===== src/hdl/wav_pcm_mono_stream_parser_defines.svh =====
// assertion macros for the wav pcm mono stream parser
// expects signals named clk and rst_n in the scope of use
`ifndef WAV_PCM_MONO_STREAM_PARSER_DEFINES_SVH
`define WAV_PCM_MONO_STREAM_PARSER_DEFINES_SVH

// same-cycle implication, checked out of reset
`define WPM_ASSERT_NOW(lbl, ante, cons, msg) \
    lbl: assert property (@(posedge clk) disable iff (!rst_n) (ante) |-> (cons)) \
        else $error(msg);

// next-cycle implication, checked out of reset
`define WPM_ASSERT_NEXT(lbl, ante, cons, msg) \
    lbl: assert property (@(posedge clk) disable iff (!rst_n) (ante) |=> (cons)) \
        else $error(msg);

`endif


===== src/hdl/wpm_pkg.sv =====
// shared types and constants of the wav pcm mono stream parser
// no dependencies
`default_nettype none

package wpm_pkg;

    // parse phases
    localparam logic [2:0] PH_RIFF  = 3'd0;
    localparam logic [2:0] PH_SFMT  = 3'd1;
    localparam logic [2:0] PH_SKIPF = 3'd2;
    localparam logic [2:0] PH_FMT   = 3'd3;
    localparam logic [2:0] PH_SDATA = 3'd4;
    localparam logic [2:0] PH_SKIPD = 3'd5;
    localparam logic [2:0] PH_DATA  = 3'd6;
    localparam logic [2:0] PH_DONE  = 3'd7;

    // status codes
    localparam logic [2:0] ST_HEADER    = 3'd0;
    localparam logic [2:0] ST_DATA      = 3'd1;
    localparam logic [2:0] ST_DONE      = 3'd2;
    localparam logic [2:0] ST_BAD_RIFF  = 3'd3;
    localparam logic [2:0] ST_NOT_PCM   = 3'd4;
    localparam logic [2:0] ST_NOT_MONO  = 3'd5;
    localparam logic [2:0] ST_BAD_RATE  = 3'd6;
    localparam logic [2:0] ST_TRUNCATED = 3'd7;

    // little-endian tags as they sit in the shift word
    localparam logic [31:0] TAG_RIFF = 32'h4646_4952;
    localparam logic [31:0] TAG_WAVE = 32'h4556_4157;
    localparam logic [31:0] TAG_FMT  = 32'h2074_6D66;
    localparam logic [31:0] TAG_DATA = 32'h6174_6164;
    localparam logic [31:0] FMT_SIZE = 32'd16;
    localparam logic [31:0] FMT_TAIL = 32'd8;

    localparam logic [31:0] RATE_RESET = 32'd44100;

    typedef struct packed {
        logic [7:0] file_byte;
        logic       end_of_file;
    } in_word_t;

    typedef struct packed {
        logic               sample_valid;
        logic signed [15:0] sample;
        logic [2:0]         status;
        logic [31:0]        data_left;
    } out_word_t;

    typedef struct packed {
        logic     valid;
        in_word_t word;
    } in_stage_t;

endpackage

`default_nettype wire


===== src/hdl/wav_pcm_mono_stream_parser.sv =====
// top level of the wav pcm mono stream parser
// depends on wpm_pkg, wpm_in_reg, wpm_parser and the defines header
//
// usage
//   in channel: one file word per handshake (in_valid/in_ready), holding the
//   next byte of the file and a flag that marks the last byte
//   out channel: one result word per input word (out_valid/out_ready), with
//   a sample flag, the signed sample, the parse status and the bytes left in
//   the data chunk
//   cfg channel: cfg_data sets the sample rate the fmt chunk must declare;
//   cfg_ready is always high, write only while the block is idle
// timing
//   a taken word moves from the input register into the result register once
//   it is free or being read; one word per cycle while out_ready is high, as
//   the whole step for a byte is one pass of logic between the two registers
// reset
//   rst_n clears both stages, returns the walk to the riff tag and loads
//   the rate register with 44100
// stalls
//   with out_ready low the result holds; the input register still takes one
//   more word, then in_ready drops until the result is taken
`default_nettype none
`include "wav_pcm_mono_stream_parser_defines.svh"

module wav_pcm_mono_stream_parser (
    input  wire logic              clk,
    input  wire logic              rst_n,
    input  wire logic              in_valid,
    output logic                   in_ready,
    input  wire wpm_pkg::in_word_t  in_data,
    output logic                   out_valid,
    input  wire logic              out_ready,
    output wpm_pkg::out_word_t     out_data,
    input  wire logic              cfg_valid,
    output logic                   cfg_ready,
    input  wire logic [31:0]       cfg_data
);

    // rate register, written straight from the cfg channel
    logic [31:0] rate_reg;

    // word waiting in the input register, and its move into the parser
    wpm_pkg::in_stage_t stage;
    logic               take;

    assign cfg_ready = 1'b1;

    always_ff @(posedge clk or negedge rst_n)
    begin
        if (!rst_n)
        begin
            rate_reg <= wpm_pkg::RATE_RESET;
        end
        else if (cfg_valid)
        begin
            rate_reg <= cfg_data;
        end
    end

    wpm_in_reg u_in_reg (
        .clk      (clk),
        .rst_n    (rst_n),
        .in_valid (in_valid),
        .in_ready (in_ready),
        .in_data  (in_data),
        .take     (take),
        .stage    (stage)
    );

    wpm_parser u_parser (
        .clk           (clk),
        .rst_n         (rst_n),
        .expected_rate (rate_reg),
        .stage         (stage),
        .take          (take),
        .out_valid     (out_valid),
        .out_ready     (out_ready),
        .out_data      (out_data)
    );

    // a sample only comes out while data is flowing, done or cut short
    `WPM_ASSERT_NOW(a_sample_in_data, out_valid && out_data.sample_valid, out_data.status == wpm_pkg::ST_DATA || out_data.status == wpm_pkg::ST_DONE || out_data.status == wpm_pkg::ST_TRUNCATED, "sample outside data chunk")

    // no sample means a zero sample field
    `WPM_ASSERT_NOW(a_sample_zero, out_valid && !out_data.sample_valid, out_data.sample == 16'sd0, "stale sample value")

    // a waiting input word reaches an empty result register at once
    `WPM_ASSERT_NEXT(a_no_loss, stage.valid && !out_valid, out_valid, "input word lost")

endmodule

`default_nettype wire


===== src/hdl/wpm_in_reg.sv =====
// input register of the wav pcm mono stream parser
// depends on wpm_pkg
`default_nettype none

module wpm_in_reg (
    input  wire logic             clk,
    input  wire logic             rst_n,
    input  wire logic             in_valid,
    output logic                  in_ready,
    input  wire wpm_pkg::in_word_t in_data,
    input  wire logic             take,
    output wpm_pkg::in_stage_t    stage
);

    logic              valid_reg;
    logic              valid_next;
    wpm_pkg::in_word_t word_reg;

    assign in_ready = !valid_reg || take;

    always_comb
    begin
        valid_next = valid_reg;
        if (in_valid && in_ready)
        begin
            valid_next = 1'b1;
        end
        else if (take)
        begin
            valid_next = 1'b0;
        end
    end

    always_ff @(posedge clk or negedge rst_n)
    begin
        if (!rst_n)
        begin
            valid_reg <= 1'b0;
        end
        else
        begin
            valid_reg <= valid_next;
        end
    end

    // payload needs no reset
    always_ff @(posedge clk)
    begin
        if (in_valid && in_ready)
        begin
            word_reg <= in_data;
        end
    end

    assign stage.valid = valid_reg;
    assign stage.word  = word_reg;

endmodule

`default_nettype wire


===== src/hdl/wpm_parser.sv =====
// header walk, sample pairing and result register of the parser
// depends on wpm_pkg
`default_nettype none

module wpm_parser (
    input  wire logic              clk,
    input  wire logic              rst_n,
    input  wire logic [31:0]       expected_rate,
    input  wire wpm_pkg::in_stage_t stage,
    output logic                   take,
    output logic                   out_valid,
    input  wire logic              out_ready,
    output wpm_pkg::out_word_t     out_data
);

    logic [2:0]  phase_reg,   phase_next;
    logic [3:0]  idx_reg,     idx_next;
    logic [31:0] word_reg,    word_next;
    logic        size_ok_reg, size_ok_next;
    logic [31:0] skip_reg,    skip_next;
    logic [31:0] data_reg,    data_next;
    logic [8:0]  hold_reg,    hold_next;
    logic [2:0]  err_reg,     err_next;
    logic        out_valid_reg, out_valid_next;
    wpm_pkg::out_word_t out_data_reg, res;

    logic [7:0]  b;
    logic [31:0] word;
    logic [31:0] skip_dec;
    logic [31:0] data_dec;
    logic        emit;
    logic [15:0] smp;
    logic [2:0]  status;

    assign take = stage.valid && (!out_valid_reg || out_ready);
    assign b    = stage.word.file_byte;
    assign word = {b, word_reg[31:8]};
    assign skip_dec = (skip_reg != 32'd0) ? skip_reg - 32'd1 : skip_reg;
    assign data_dec = (data_reg != 32'd0) ? data_reg - 32'd1 : data_reg;

    always_comb
    begin
        phase_next   = phase_reg;
        idx_next     = idx_reg;
        word_next    = word_reg;
        size_ok_next = size_ok_reg;
        skip_next    = skip_reg;
        data_next    = data_reg;
        hold_next    = hold_reg;
        err_next     = err_reg;
        emit         = 1'b0;
        smp          = 16'd0;
        if (err_reg == wpm_pkg::ST_HEADER && phase_reg != wpm_pkg::PH_DONE)
        begin
            word_next = word;
            unique case (phase_reg)
                wpm_pkg::PH_RIFF:
                begin
                    if (idx_reg == 4'd3 && word != wpm_pkg::TAG_RIFF)
                    begin
                        err_next = wpm_pkg::ST_BAD_RIFF;
                    end
                    else if (idx_reg >= 4'd11)
                    begin
                        if (word != wpm_pkg::TAG_WAVE)
                        begin
                            err_next = wpm_pkg::ST_BAD_RIFF;
                        end
                        else
                        begin
                            phase_next = wpm_pkg::PH_SFMT;
                            idx_next   = 4'd0;
                        end
                    end
                    else
                    begin
                        idx_next = idx_reg + 4'd1;
                    end
                end
                wpm_pkg::PH_SFMT:
                begin
                    if (idx_reg == 4'd3 && word == wpm_pkg::TAG_FMT)
                    begin
                        phase_next = wpm_pkg::PH_FMT;
                        idx_next   = 4'd0;
                    end
                    else if (idx_reg >= 4'd7)
                    begin
                        // unknown chunk, zero size keeps searching
                        skip_next = word;
                        idx_next  = 4'd0;
                        if (word != 32'd0)
                        begin
                            phase_next = wpm_pkg::PH_SKIPF;
                        end
                    end
                    else
                    begin
                        idx_next = idx_reg + 4'd1;
                    end
                end
                wpm_pkg::PH_SKIPF, wpm_pkg::PH_SKIPD:
                begin
                    skip_next = skip_dec;
                    if (skip_dec == 32'd0)
                    begin
                        phase_next = (phase_reg == wpm_pkg::PH_SKIPF) ?
                                     wpm_pkg::PH_SFMT : wpm_pkg::PH_SDATA;
                        idx_next   = 4'd0;
                    end
                end
                wpm_pkg::PH_FMT:
                begin
                    idx_next = idx_reg + 4'd1;
                    if (idx_reg == 4'd3)
                    begin
                        size_ok_next = (word == wpm_pkg::FMT_SIZE);
                    end
                    else if (idx_reg == 4'd5)
                    begin
                        if (word[31:16] != 16'd1 || !size_ok_reg)
                        begin
                            err_next = wpm_pkg::ST_NOT_PCM;
                        end
                    end
                    else if (idx_reg == 4'd7)
                    begin
                        if (word[31:16] != 16'd1)
                        begin
                            err_next = wpm_pkg::ST_NOT_MONO;
                        end
                    end
                    else if (idx_reg >= 4'd11)
                    begin
                        idx_next = idx_reg;
                        if (word != expected_rate)
                        begin
                            err_next = wpm_pkg::ST_BAD_RATE;
                        end
                        else
                        begin
                            // skip byte rate, block align and bit depth
                            skip_next  = wpm_pkg::FMT_TAIL;
                            idx_next   = 4'd0;
                            phase_next = wpm_pkg::PH_SKIPD;
                        end
                    end
                end
                wpm_pkg::PH_SDATA:
                begin
                    if (idx_reg == 4'd3)
                    begin
                        idx_next = (word == wpm_pkg::TAG_DATA) ? 4'd8 : 4'd4;
                    end
                    else if (idx_reg == 4'd7)
                    begin
                        skip_next = word;
                        idx_next  = 4'd0;
                        if (word != 32'd0)
                        begin
                            phase_next = wpm_pkg::PH_SKIPD;
                        end
                    end
                    else if (idx_reg >= 4'd11)
                    begin
                        data_next  = word;
                        hold_next  = 9'd0;
                        idx_next   = 4'd0;
                        phase_next = (word != 32'd0) ? wpm_pkg::PH_DATA : wpm_pkg::PH_DONE;
                    end
                    else
                    begin
                        idx_next = idx_reg + 4'd1;
                    end
                end
                wpm_pkg::PH_DATA:
                begin
                    data_next = data_dec;
                    if (hold_reg[8])
                    begin
                        emit      = 1'b1;
                        smp       = {b, hold_reg[7:0]};
                        hold_next = 9'd0;
                    end
                    else
                    begin
                        hold_next = {1'b1, b};
                    end
                    // an odd last byte is dropped
                    if (data_dec == 32'd0)
                    begin
                        phase_next = wpm_pkg::PH_DONE;
                        hold_next  = 9'd0;
                    end
                end
                default:
                begin
                end
            endcase
        end
        if (stage.word.end_of_file && err_next == wpm_pkg::ST_HEADER &&
            phase_next != wpm_pkg::PH_DONE)
        begin
            err_next = wpm_pkg::ST_TRUNCATED;
        end
    end

    always_comb
    begin
        if (err_next != wpm_pkg::ST_HEADER)
        begin
            status = err_next;
        end
        else if (phase_next == wpm_pkg::PH_DATA)
        begin
            status = wpm_pkg::ST_DATA;
        end
        else if (phase_next == wpm_pkg::PH_DONE)
        begin
            status = wpm_pkg::ST_DONE;
        end
        else
        begin
            status = wpm_pkg::ST_HEADER;
        end
    end

    always_comb
    begin
        res.sample_valid = emit;
        res.sample       = smp;
        res.status       = status;
        res.data_left    = data_next;
    end

    always_comb
    begin
        out_valid_next = out_valid_reg;
        if (take)
        begin
            out_valid_next = 1'b1;
        end
        else if (out_ready)
        begin
            out_valid_next = 1'b0;
        end
    end

    always_ff @(posedge clk or negedge rst_n)
    begin
        if (!rst_n)
        begin
            phase_reg     <= wpm_pkg::PH_RIFF;
            idx_reg       <= 4'd0;
            word_reg      <= 32'd0;
            size_ok_reg   <= 1'b0;
            skip_reg      <= 32'd0;
            data_reg      <= 32'd0;
            hold_reg      <= 9'd0;
            err_reg       <= wpm_pkg::ST_HEADER;
            out_valid_reg <= 1'b0;
        end
        else
        begin
            out_valid_reg <= out_valid_next;
            if (take)
            begin
                phase_reg   <= phase_next;
                idx_reg     <= idx_next;
                word_reg    <= word_next;
                size_ok_reg <= size_ok_next;
                skip_reg    <= skip_next;
                data_reg    <= data_next;
                hold_reg    <= hold_next;
                err_reg     <= err_next;
            end
        end
    end

    always_ff @(posedge clk)
    begin
        if (take)
        begin
            out_data_reg <= res;
        end
    end

    assign out_valid = out_valid_reg;
    assign out_data  = out_data_reg;

endmodule

`default_nettype wire


===== config.mk =====
export PLATFORM = sky130hd
export DESIGN_NAME = wav_pcm_mono_stream_parser
export DESIGN_NICKNAME = d
export VERILOG_FILES = /design/src/hdl/wpm_pkg.sv /design/src/hdl/wav_pcm_mono_stream_parser.sv /design/src/hdl/wpm_in_reg.sv /design/src/hdl/wpm_parser.sv
export VERILOG_INCLUDE_DIRS = /design/src /design/src/hdl
export SDC_FILE = /design/constraint.sdc
export NUM_CORES = 1
export LEC_CHECK = 0
export CAP_MARGIN = 25
export CELL_PAD_IN_SITES_DETAIL_PLACEMENT = 0
export CELL_PAD_IN_SITES_GLOBAL_PLACEMENT = 1
export CORE_MARGIN = 4
export CORE_UTILIZATION = 35
export DETAILED_ROUTE_END_ITERATION = 8
export DONT_BUFFER_PORTS = 1
export PLACE_DENSITY_LB_ADDON = 0.25
export SLEW_MARGIN = 20
export SYNTH_ARGS = -nofsm -noshare
export SYNTH_HDL_FRONTEND = slang
export SYNTH_SLANG_ARGS = --single-unit

===== constraint.sdc =====
create_clock -name clk -period 4.5 [get_ports clk]
set_clock_uncertainty 0.1 [all_clocks]
set_input_delay 0.225 -clock clk [delete_from_list [all_inputs] [get_ports clk]]
set_output_delay 0.225 -clock clk [all_outputs]
set_load 0.02 [all_outputs]

# ---- Yosys cells after proc, flatten, opt, wreduce, memory -nomap -nowiden
# Index checks and enable logic that the tools add are counted.
dict set report op_classes {
  n_addsub 3
  magnitude_cmp 2
  n_eq_ne 35
  n_mux 81
  reduce_logical 35
}
# operator n
set ops {}
lappend ops {{$mux 32} 15}
lappend ops {{$pmux 32 s4} 1}
lappend ops {{$mux 3} 33}
lappend ops {{$reduce_bool 32->1} 3}
lappend ops {{$logic_not 32->1} 2}
lappend ops {{$ne 32x31->1 const B} 2}
lappend ops {{$pmux 32 s2} 1}
lappend ops {{$sub 32x1->32 const B} 2}
lappend ops {{$mux 4} 15}
lappend ops {{$mux 9} 5}
lappend ops {{$eq 32x30->1 const B} 1}
lappend ops {{$eq 32x31->1 const B} 1}
lappend ops {{$eq 32x5->1 const B} 1}
lappend ops {{$ne 32x32->1} 1}
lappend ops {{$pmux 4 s5} 1}
lappend ops {{$pmux 3 s6} 1}
lappend ops {{$pmux 9 s2} 1}
lappend ops {{$ne 16x1->1 const B} 1}
lappend ops {{$ne 2x2->1 const B} 8}
lappend ops {{$eq 3x3->1 const B} 5}
lappend ops {{$reduce_and 12->1} 1}
lappend ops {{$ne 2x1->1 const B} 5}
lappend ops {{$logic_not 3->1} 3}
lappend ops {{$ne 3x3->1 const B} 3}
lappend ops {{24 further kinds} 44}
dict set report totals {
  reg_bits 211
  input_bits 46
  output_inout_bits 55
}

# ---- Logic depth before layout (Yosys ltp)
dict set report depth {
  ltp_word 14
  ltp_mapped 15
  mapped_depth_nobuf 12
}

# ---- Hierarchy
# Synthesis repeated with hierarchy kept, for this count alone.
dict set report unflattened {
  cells_unflattened 1377
  area_unflattened_um2 12324.3
}
# mod instances cells_each area_per_inst_um2 seq_area_each_um2
set modules_own_cells {}
lappend modules_own_cells {wpm_parser 1 1293 10628.9 4289.1}
lappend modules_own_cells {wav_pcm_mono_stream_parser 1 70 1363.8 808.3}
lappend modules_own_cells {wpm_in_reg 1 14 331.6 295.3}

# ---- Least setup slack after synthesis
# OpenSTA, ideal clock, no wires.
dict set report synth_path {
  path_kind {register to register}
  start {reg u_parser.skip_reg[0]}
  end {reg u_parser.out_data_reg, in the netlist u_parser.out_data[32] (data pin)}
  arrival_time_ps 3399
  t_required_ps 4231
  setup_slack_ps 832
  path_stages_with_launch 15
  n_path_buf 2
  period_less_slack_ps 3668
  cell_sequence {dfrtp_1 > clkbuf_1 > inv_1 > ha_1 > or3b_2 > nor4_4 > and3_1 > buf_4 > mux2_2 > a211o_1 > nor4_2 > and2_2 > a21boi_2 > o21a_1 > o31ai_1}
}
dict set report synth_via {
  elab_chain_cells 11
}
# item line
set synth_lines {}
lappend synth_lines {{start, declared} wpm_parser.sv:20} ;# logic [31:0] skip_reg, skip_next;
lappend synth_lines {{start signal, assigned} wpm_parser.sv:272} ;# skip_reg <= skip_next;
lappend synth_lines {{$sub 32x1->32 / $reduce_bool 32->1 (equally long branches)} wpm_parser.sv:38} ;# assign skip_dec = (skip_reg != 32'd0) ? skip_reg - 32'd1 : skip_reg;
lappend synth_lines {{$mux 32 *} wpm_parser.sv:38}
lappend synth_lines {{$logic_not 32->1 *} wpm_parser.sv:105} ;# if (skip_dec == 32'd0)
lappend synth_lines {{$mux 3 *} wpm_parser.sv:105}
lappend synth_lines {{$pmux 3 s6 *} wpm_parser.sv:56} ;# unique case (phase_reg)
lappend synth_lines {{$mux 3 *} wpm_parser.sv:53} ;# if (err_reg == wpm_pkg::ST_HEADER && phase_reg != wpm_pkg::PH_DONE)
lappend synth_lines {{$ne 3x3->1} wpm_parser.sv:202} ;# phase_next != wpm_pkg::PH_DONE)
lappend synth_lines {{$logic_and 1x1->1} wpm_parser.sv:201} ;# if (stage.word.end_of_file && err_next == wpm_pkg::ST_HEADER &&
lappend synth_lines {{$mux 3} wpm_parser.sv:201}
lappend synth_lines {{$reduce_bool 3->1} wpm_parser.sv:210} ;# if (err_next != wpm_pkg::ST_HEADER)
lappend synth_lines {{$mux 3 *} wpm_parser.sv:210}
lappend synth_lines {{named net u_parser.status[0]} wpm_parser.sv:33} ;# logic [2:0] status;
lappend synth_lines {{end signal, assigned} wpm_parser.sv:284} ;# out_data_reg <= res;
lappend synth_lines {{end, declared} wpm_parser.sv:25} ;# wpm_pkg::out_word_t out_data_reg, res;
# Mark *: on every way through the listed nets, which the timed path passes. The rest lies on a longest branch.
# A chain may end at the register's enable or synchronous reset.

# ---- Worst setup path after layout
# Ends and elaborated chain as after synthesis.

==> impl.org <==
** Status
- The run finished with clean final reports.

** Detailed routing
- Wirelength, routed :: 41,900 um
- The count of nets left with antenna violations once routing finished came out at 0.
- The pre-antenna-repair detailed-routing pass consisted of 5 iterations.
- Dividing the detail-routed wire length by the instance count gives 23.0 um.
- Mean number of vias per cell :: approximately 5.8
- The routed layout has 10.6k vias.
- For this block, the initial DRC count from the detailed router was approximately 900.
- After detailed routing, the number of remaining DRC violations is 0.

** Critical path
- For the worst flop-to-flop path, the logic depth is 13.
- End point of the critical path :: u_parser.out_data[32]
- Worst reg-to-reg setup slack :: between 400 and 500 ps
- Endpoint of the lowest-slack register-to-register path :: u_parser.out_data[32]
- Endpoint arrival time on the critical path :: roughly 4300 ps
- The worst setup path is of the reg2reg kind.
- Critical path required time :: 4750 ps
- CP Max Fanout :: 14
- For this run, the slowest stage of the critical path takes ~700 ps.
- The worst register-to-register path begins at u_parser.skip_reg[0].
- Critical path cell sequence :: inv_1 -> ha_1 -> or3b_2 -> nor4_4 -> and3_1 -> buf_4 -> or4b_2 -> a211o_1 -> nor4_2 -> and2_2 -> a21boi_2 -> o21a_1 -> o31ai_1
- In this run the worst setup path begins at u_parser.skip_reg[0].
- Worst Setup Start Kind :: register
- Critical path endpoint category :: register
- Slowest cell on the critical path :: sky130_fd_sc_hd__or4b_2

** Floorplan
- Number of top-level pins :: roughly 100
- Site Rows :: 66
- Overall die height :: 192 um
- Initial Utilization :: 35.9%
- Core area :: around 33,000 sq um
- Area of the die :: between 30,000 and 40,000 sq um
- Measured along the x axis, the die boundary spans between 150 and 200 um.

** Logic synthesis
- Proportion of synthesized area in mux cells :: 4.12%
- Count of cell types in the netlist :: 81
- Number of warnings issued by yosys :: 0
- After Yosys synthesis, and, or, nand and nor cells account for between 20% and 30% of the synthesized area.
- Most used flip-flop cell after synthesis :: sky130_fd_sc_hd__dfrtp_1
- The number of nets in the synthesized netlist is about 1.4k.
- Fraction of the yosys area taken by sequential cells :: between 40% and 50%
- Summing the areas of all compound-gate instances in the mapped netlist gives 18.5% of the synthesized area.
- Post-synthesis cell count :: around 1.3k
- The synthesized netlist devotes 0.530% of its cell area to adder and majority cells.
- After synthesis the cells add up to ~12,000 sq um.
- The synthesized design contains 61 enable-type register cells.
- By area, the combinational part of the netlist is dominated by simple AND/OR/NAND/NOR gates.
- Xor/xnor share of the synthesized area :: approximately 3.5%
- Of all flip-flops after synthesis, the portion carrying an async set or reset was about 70%.
- Mean instance size in the synthesized netlist :: ~8.9 sq um
- The synthesized design contains ~200 register bits.

** STA
- The final critical path takes up approximately 90% of the cycle.
- Number of failing hold endpoints at the final stage :: 0
- Headroom to the max-slew limit :: between 30% and 40%
- Unrepaired setup endpoints after global routing :: false
- At the pin with the least slew margin, the transition time is approximately 920 ps.
- For this run, the top clock speed supported by timing is ~250 MHz.
- Final-layout setup total negative slack :: 0 ps
- Final setup vio count :: 0
- Final Slew Violations :: 0
- Post-layout minimum cycle time :: between 4000 and 5000 ps

** Cells and area
- Most frequent standard cell in the layout excluding fill and tap cells :: sky130_fd_sc_hd__nand2_1
- Once layout is complete, the utilization of the core stands at a little over two fifths.
- In the final design database the tool counted 1,413 nets.
- Compared with the post-synthesis result, the final layout area differs by 18.1%.
- Leaving out fill and tap cells, the most frequent cells in the layout are sky130_fd_sc_hd__nand2_1, sky130_fd_sc_hd__dfrtp_1, sky130_fd_sc_hd__o21ai_0.
- Largest register FFs :: 52
- Of the cells placed in the final design, the portion with a size suffix greater than 1 is a little under an eighth.
- # diodes :: 0
- Number of filler cells placed in the layout :: roughly 3.3k
- The finished cells cover about 14,000 sq um.

** Global routing
- Vias in the first global route :: ~10k
- Antenna violations before repair :: 0
- Final global-route overflow total :: 0
- For this run, the total global-route usage over all layers was measured as around 23%.
- The first global-routing pass estimated ~64,000 um of wire.
- Maximum number of pins on one net before global-route repair :: about 140

** Place
- Once detailed placement completed, the half-perimeter wirelength came to between 20,000 and 30,000 um.
- Final estimated routing congestion in global placement :: 0.941
- Cell area reported after detailed placement :: approximately 12,000 sq um
- The count of buffers added on input and output ports is 0.

** Clocking
- Clk Latency, worst-skew pair :: between 500 and 600 ps
- Total clock sinks :: 203
- In this run the deepest clock path goes through 3 buffers.
- Buffers added to address setup during post-CTS repair amount to 0.
- CTS buffer count :: 25
- The tree is rooted in a sky130_fd_sc_hd__clkbuf_16.
- After clock tree synthesis, the clock-pin slew on the worst setup and hold paths is roughly 60 ps.
- TritonCTS built the clock tree.
- Depth of the CTS H-tree :: 1

** Worst hold path
- Class of the tightest hold or removal check :: in2reg
- Hold Path Stages :: 1

** Power
- In this run, flip-flops and latches consume between 40 and 50% of the power.
- Portion of total power attributed to the clock network :: approximately 35%
- In this run the static leakage power is between 0.005 and 0.006 uW.
- Power per standard cell area :: 431 nW/um^2
- Int Power :: between 3000 and 4000 uW
- Switching part of the total power :: ~34%
- Comb power frac :: 22.5%
- Summed over all nets, the switching power comes to roughly 2000 uW.
- IR analysis of the VDD net gives a maximum drop of approximately 0.36 mV.

** Flow run
- Number of maximum-capacitance constraint violations :: 0
==> per-stage QoR <==
stage          total power, uW  setup WS, ps  hold slack (ps)  cells
2_1_floorplan             3240           832             -171   1321
3_5_place_dp              3790           502             -159   1699
3_3_place_gp              3790           590             -156   1699
5_1_grt                   6290           230             68.9   1822
4_1_cts                   6050           484             51.2   1822
6_report                  6010           468             68.3   1822
==> worst max-delay path, delay by kind of cell (launching register included) <==
kind / cells / cell delay (ps)
and+or+nand+nor: 6 / 1850
AOI/OAI and AO/OA: 4 / 820
DFF: 1 / 530
buffers and inverters: 2 / 300
adders and majority gates: 1 / 240
==> cell families (layout without fill, tap and decap cells) <==
| logic type | count (synthesis) | count (layout) |
|---|---|---|
| AO/OA/AOI/OAI | 342 | 342 |
| XOR/XNOR | 47 | 47 |
| adder cells (fa/ha/maj) | 5 | 5 |
| buffers and inverters | 132 | 191 |
| flip-flops | 203 | 203 |
| multiplexers | 44 | 44 |
| other | 1 | 1 |
| AND/OR/NAND/NOR | 547 | 547 |
==> cells in the mapped netlist, drive strengths merged (6+ instances only) <==
| cell type | instances | area share (%) |
|---|---|---|
| o22ai | 10 | 0.53 |
| a22o | 21 | 1.6 |
| nand4 | 16 | 0.90 |
| nor3 | 42 | 1.9 |
| a21oi | 73 | 3.1 |
| o31ai | 16 | 1.0 |
| xor2 | 34 | 2.5 |
| xnor2 | 13 | 0.96 |
| or4 | 18 | 1.2 |
| mux2i | 7 | 0.59 |
| inv | 19 | 0.60 |
| and3 | 32 | 1.7 |
| clkbuf | 88 | 2.8 |
| a21o | 10 | 0.64 |
| nand3 | 30 | 1.3 |
| a31oi | 21 | 1.1 |
| edfxtp | 61 | 16 |
| nor2b | 6 | 0.32 |
| dfstp | 6 | 1.3 |
| buf | 25 | 1.1 |
| nand2b | 8 | 0.42 |
| nand2 | 218 | 6.9 |
| o21ai | 114 | 4.9 |
| dfrtp | 136 | 29 |
| mux2 | 37 | 3.5 |
| o21a | 6 | 0.38 |
| a22oi | 17 | 1.1 |
| nor2 | 86 | 2.7 |
| and2 | 7 | 0.38 |
| nor4 | 41 | 2.6 |
| or3 | 16 | 0.85 |
==> layer usage <==
metal	vias up	GRT usage (%)	share of wire (%)
met1	5168	30.3	44
met2	417	35.1	44
met3	97	5.60	7.4
li1	4912	-	-
met5	-	0	0
met4	0	9.36	4.7
==> worst min path at each step <==
stage,slack (ps),endpoint,start
2_1_floorplan,-170,rate_reg[0],rst_n
3_3_place_gp,-160,u_parser.out_valid,rst_n
3_5_place_dp,-160,u_in_reg.valid_reg,rst_n
4_1_cts,50,u_in_reg.stage[8],in_valid
5_1_grt,70,u_in_reg.stage[5],in_valid
6_report,70,u_in_reg.stage[7],in_valid
==> power groups by stage <==
| stage | Clock [uW] | Combinational (uW) | Sequential (uW) |
|---|---|---|---|
| 2_1_floorplan | 0 | 896 | 2350 |
| 3_3_place_gp | 0 | 1240 | 2550 |
| 3_5_place_dp | 0 | 1230 | 2550 |
| 4_1_cts | 2190 | 1340 | 2520 |
| 5_1_grt | 2260 | 1480 | 2560 |
| 6_report | 2130 | 1350 | 2530 |
==> layout make-up <==
| class | instances | area (sq um) | share of cell area, % |
|---|---|---|---|
| clock inverter | 15 | 193 | 1.38 |
| timing repair buffer | 127 | 1180 | 8.45 |
| clock buffer | 30 | 676 | 4.85 |
| multi-input combinational | 986 | 5880 | 42.2 |
| tap | 442 | 553 | 3.97 |
| sequential | 203 | 5390 | 38.7 |
| inverter | 19 | 72.6 | 0.521 |
==> timing repair <==
action,4_1_cts,5_1_grt
hold buffers,78,0
resized for setup,0,0
hold endpoints to repair,185,0
No activity file was read; power rests on OpenSTA's default activity.
